[src/hw/rtl/huffman_table_encoder_packer_defines.svh]
// ----------------------------------------------------------------------------
// huffman_table_encoder_packer_defines
// Assertion macros shared by the encoder/packer RTL.
// ----------------------------------------------------------------------------
`ifndef HUFFMAN_TABLE_ENCODER_PACKER_DEFINES_SVH
`define HUFFMAN_TABLE_ENCODER_PACKER_DEFINES_SVH

// property held at every edge outside reset
`define HTEP_ASSERT(lbl, prop, msg) \
    lbl: assert property (@(posedge aclk) disable iff (!aresetn) (prop)) \
        else $error(msg);

// trigger in one cycle implies outcome in the next
`define HTEP_ASSERT_NEXT(lbl, pre, post, msg) \
    lbl: assert property (@(posedge aclk) disable iff (!aresetn) (pre) |=> (post)) \
        else $error(msg);

`endif

[src/hw/rtl/htep_ram.sv]
// ----------------------------------------------------------------------------
// htep_ram
// Simple dual-port RAM, one write and one read port, registered read data.
// ----------------------------------------------------------------------------
module htep_ram #(
    parameter int WIDTH = 8,
    parameter int DEPTH = 256
) (
    input  logic                     aclk,
    input  logic                     wr_en,
    input  logic [$clog2(DEPTH)-1:0] wr_addr,
    input  logic [WIDTH-1:0]         wr_data,
    input  logic                     rd_en,
    input  logic [$clog2(DEPTH)-1:0] rd_addr,
    output logic [WIDTH-1:0]         rd_data
);

    logic [WIDTH-1:0] mem [DEPTH];
    logic [WIDTH-1:0] rd_data_reg;

    always_ff @(posedge aclk) begin
        if (wr_en) begin
            mem[wr_addr] <= wr_data;
        end
        if (rd_en) begin
            rd_data_reg <= mem[rd_addr];
        end
    end

    assign rd_data = rd_data_reg;

endmodule

[config.mk]
export PLATFORM = sky130hd
export DESIGN_NAME = htep_ram
export DESIGN_NICKNAME = d
export VERILOG_FILES = /design/src/hw/rtl/huffman_table_encoder_packer_defines.svh /design/src/hw/rtl/htep_ram.sv
export SDC_FILE = /design/constraint.sdc
export NUM_CORES = 2
export LEC_CHECK = 0
export BUFFER_PORTS_ARGS = -buffer_cell sky130_fd_sc_hd__buf_2
export CAP_MARGIN = 20
export CORE_MARGIN = 2
export CORE_UTILIZATION = 40
export CTS_BUF_LIST = sky130_fd_sc_hd__clkbuf_8
export CTS_CLUSTER_SIZE = 14
export DETAILED_ROUTE_END_ITERATION = 6
export MAX_ROUTING_LAYER = met4
export PLACE_DENSITY = 0.55
export SYNTH_ARGS = -nofsm -noshare
export SYNTH_HDL_FRONTEND = slang
export SYNTH_SLANG_ARGS = --single-unit
[constraint.sdc]
create_clock -name aclk -period 4.1 [get_ports aclk]
set_input_delay 0.82 -clock aclk [delete_from_list [all_inputs] [get_ports aclk]]
set_output_delay 0.82 -clock aclk [all_outputs]
set_load 0.02 [all_outputs]
==> metrics <==
post-synth top area cell=edfxtp_1; hold path startpoint=rd_en; critical path type=in2reg; grt ovf=0; Cells after Synth=3733; fillers=16600; WL/cell=29.5 um; ys flop type=edfxtp_1; critical-path maximum fanout=15; worst vdd ir=320 uV; Remaining DRCs=0; Root Driver=clkbuf_8; Final Max Tran Viols=0; clk sink count=2056; Reg clk slew, reported paths=60 ps; reg2reg path depth=7; Routed Antenna Nets=0; via/cell ratio=5.65; CTS tree=yes; number of flip-flops in the largest register=2048; Clk Latency, worst-skew pair=1050 ps; core area=198000 um^2; maxcap violations=0; number of enable flip-flop cells after synthesis=2056; Final period util=73.0%; Placed Area=85100 um^2; area grow syn2layout=14.5%; CTS resizes=0; Syn Nets=3760; Worst-Margin Slew=1130 ps; Die Ht=450 um; dpl ws=-12.0 ps; commonest cells in the netlist=edfxtp_1 (2056), mux4_2 (454), nor2_1 (282); post-synthesis sequential area ratio=77.5%; cell area after synthesis=79600 um^2; overall global routing resource usage=21.4%; drt pass-1 iters=6; Initial Util=40.3%; top cells by area, synth=edfxtp_1 (78%), mux4_2 (13%), mux2i_1 (1.7%); WP data required=4870 ps; Die X=450 um; Placer Congestion=0.851; post-DP HPWL=131000 um; status=completed; flop and latch count out of synthesis=2056; share of layout cells above drive strength 1=28.3%; initial antenna violation count=14; largest net degree at the start of global routing=131; Finish-stage setup viols=0; Post-synth ARST share=0%; post-layout minimum cycle time=2990 ps; vias in the first global route=41200; Multi-input gate area=16500 um^2; final core occ=46.2%; clock skew=78.2 ps; Fmax=334 MHz; Mapped Avg Cell Area=21.3 um^2; initial detailed-routing violation count=4588; Worst R2R Start=mem[24][3]$_DFFE_PP_; slew margin rel.=24.6%; DRT Wirelength=211000 um; clock buffer depth=4; Leakage=29.1 nW; worst setup margin=1110 ps; RSZ-0062 raised after global routing=false; Hold WC Path Type=in2reg; Final Hold Fails=0; CTS Hold Buffers Added=0; pwr dens=461 nW/um^2; hold depth=1; Boundary Pins=35; Worst Setup End Kind=flip-flop; post-route cell area=91200 um^2; hold endpoint=rd_data[0]$_DFFE_PP_; H-tree depth=5; setup TNS=0 ps; reg-to-reg setup timing slack=1160 ps; Synth top area share=77.5%; Arr. time, crit path=3770 ps; Rows=163; # nets final=4288; post-CTS setup buffer count=0; count leader, synth=edfxtp_1; synth warn=0; Worst setup SP type=primary input; first-pass GRT wire length=303000 um; CTS Buf Count=357; storage element area=61700 um^2; die area=203000 um^2; # port buffers=34; Yosys cell types=54; FF-to-FF End=rd_data[3]$_DFFE_PP_; vias=40400
-- layout make-up --
cell class | instances | area share [%]
antenna | 3 | 0.00823
clock buffer | 365 | 5.51
clock inverter | 248 | 1.22
inverter | 2 | 0.00823
multi-input combinational | 1442 | 18.1
sequential | 2056 | 67.7
tap | 2640 | 3.62
timing repair buffer | 402 | 3.85
-- report_power, final --
part / switching, mW / total, mW / leakage [nW] / internal (mW)
clock network: 8.04 / 16.5 / 3.64 / 8.50
registers: 0.0254 / 23.2 / 18.5 / 23.2
logic: 1.45 / 2.25 / 7.00 / 0.808
total: 9.52 / 42.0 / 29.1 / 32.5
-- routing by layer --
layer / track usage, % / wire length (um) / up-vias
li1: - / - / 16800
met1: 28.9 / 88500 / 21600
met4: 6.15 / 5510 / 0
met2: 33.1 / 102000 / 1639
met5: - / 0 / -
met3: 4.32 / 15700 / 363
-- worst max-delay path, stage by stage --
cell	delay (ps)
buf_8	250
buf_4	380
mux4_2	600
mux4_2	530
nor2_1	130
a2111oi_0	80
buf_4	170
nor3_1	650
nor4_2	110
-- worst max path at each step --
| stage | slack [ps] | end | cells after the start | from |
|---|---|---|---|---|
| 2_1_floorplan | 1200 | rd_data[2]$_DFFE_PP_ | 9 | rd_addr[0] |
| 3_3_place_gp | -70 | rd_data[2]$_DFFE_PP_ | 9 | rd_addr[0] |
| 3_5_place_dp | -10 | rd_data[3]$_DFFE_PP_ | 10 | rd_addr[0] |
| 4_1_cts | 1140 | rd_data[3]$_DFFE_PP_ | 10 | rd_addr[0] |
| 5_1_grt | 990 | rd_data[7]$_DFFE_PP_ | 11 | rd_addr[0] |
| 6_report | 1110 | rd_data[0]$_DFFE_PP_ | 9 | rd_addr[0] |
-- cells by family (layout without fill, tap and decap cells) --
kind of cell	count (synthesis)	after routing	synth area share (%)
flip-flops	2056	2056	77.5
multiplexers	591	591	14.6
AND/OR/NAND/NOR	466	466	2.63
AO/OA/AOI/OAI	385	385	3.42
buffers and inverters	235	1017	1.83
other	0	3	0
-- cells in the final DEF, fill, tap and decap left out, types with 5 or more instances in the layout --
master     instances
mux2i_1          134
o21ai_0           10
a22o_1             8
buf_12            38
clkinv_2          21
a22oi_1          133
a221oi_1          13
buf_2             22
a211oi_1          16
clkinv_1          80
nand2b_1           8
buf_4            331
nor3_1            22
edfxtp_1        2056
o221ai_1          46
nand3_1           31
nor2b_1           28
o22a_1             5
buf_8             10
and2_1             5
bufinv_16          5
mux4_2           454
nand2_1           33
o22ai_1           28
nor2_1           279
inv_1            137
nor4_1            24
a21oi_1           96
nand4_1           10
o211ai_1          10
clkbuf_8         365
-- per-stage QoR --
step | hold slack [ps] | std cells | power (mW)
after floorplan | 864 | 3733 | 24.8
after global placement | 1200 | 6541 | 25.9
after detailed placement | 1230 | 6541 | 25.9
after CTS | 76.4 | 7154 | 42.4
after global routing | 97.2 | 7157 | 43.4
final | 173 | 7158 | 42.0
Power figures use the tool's default switching activity.
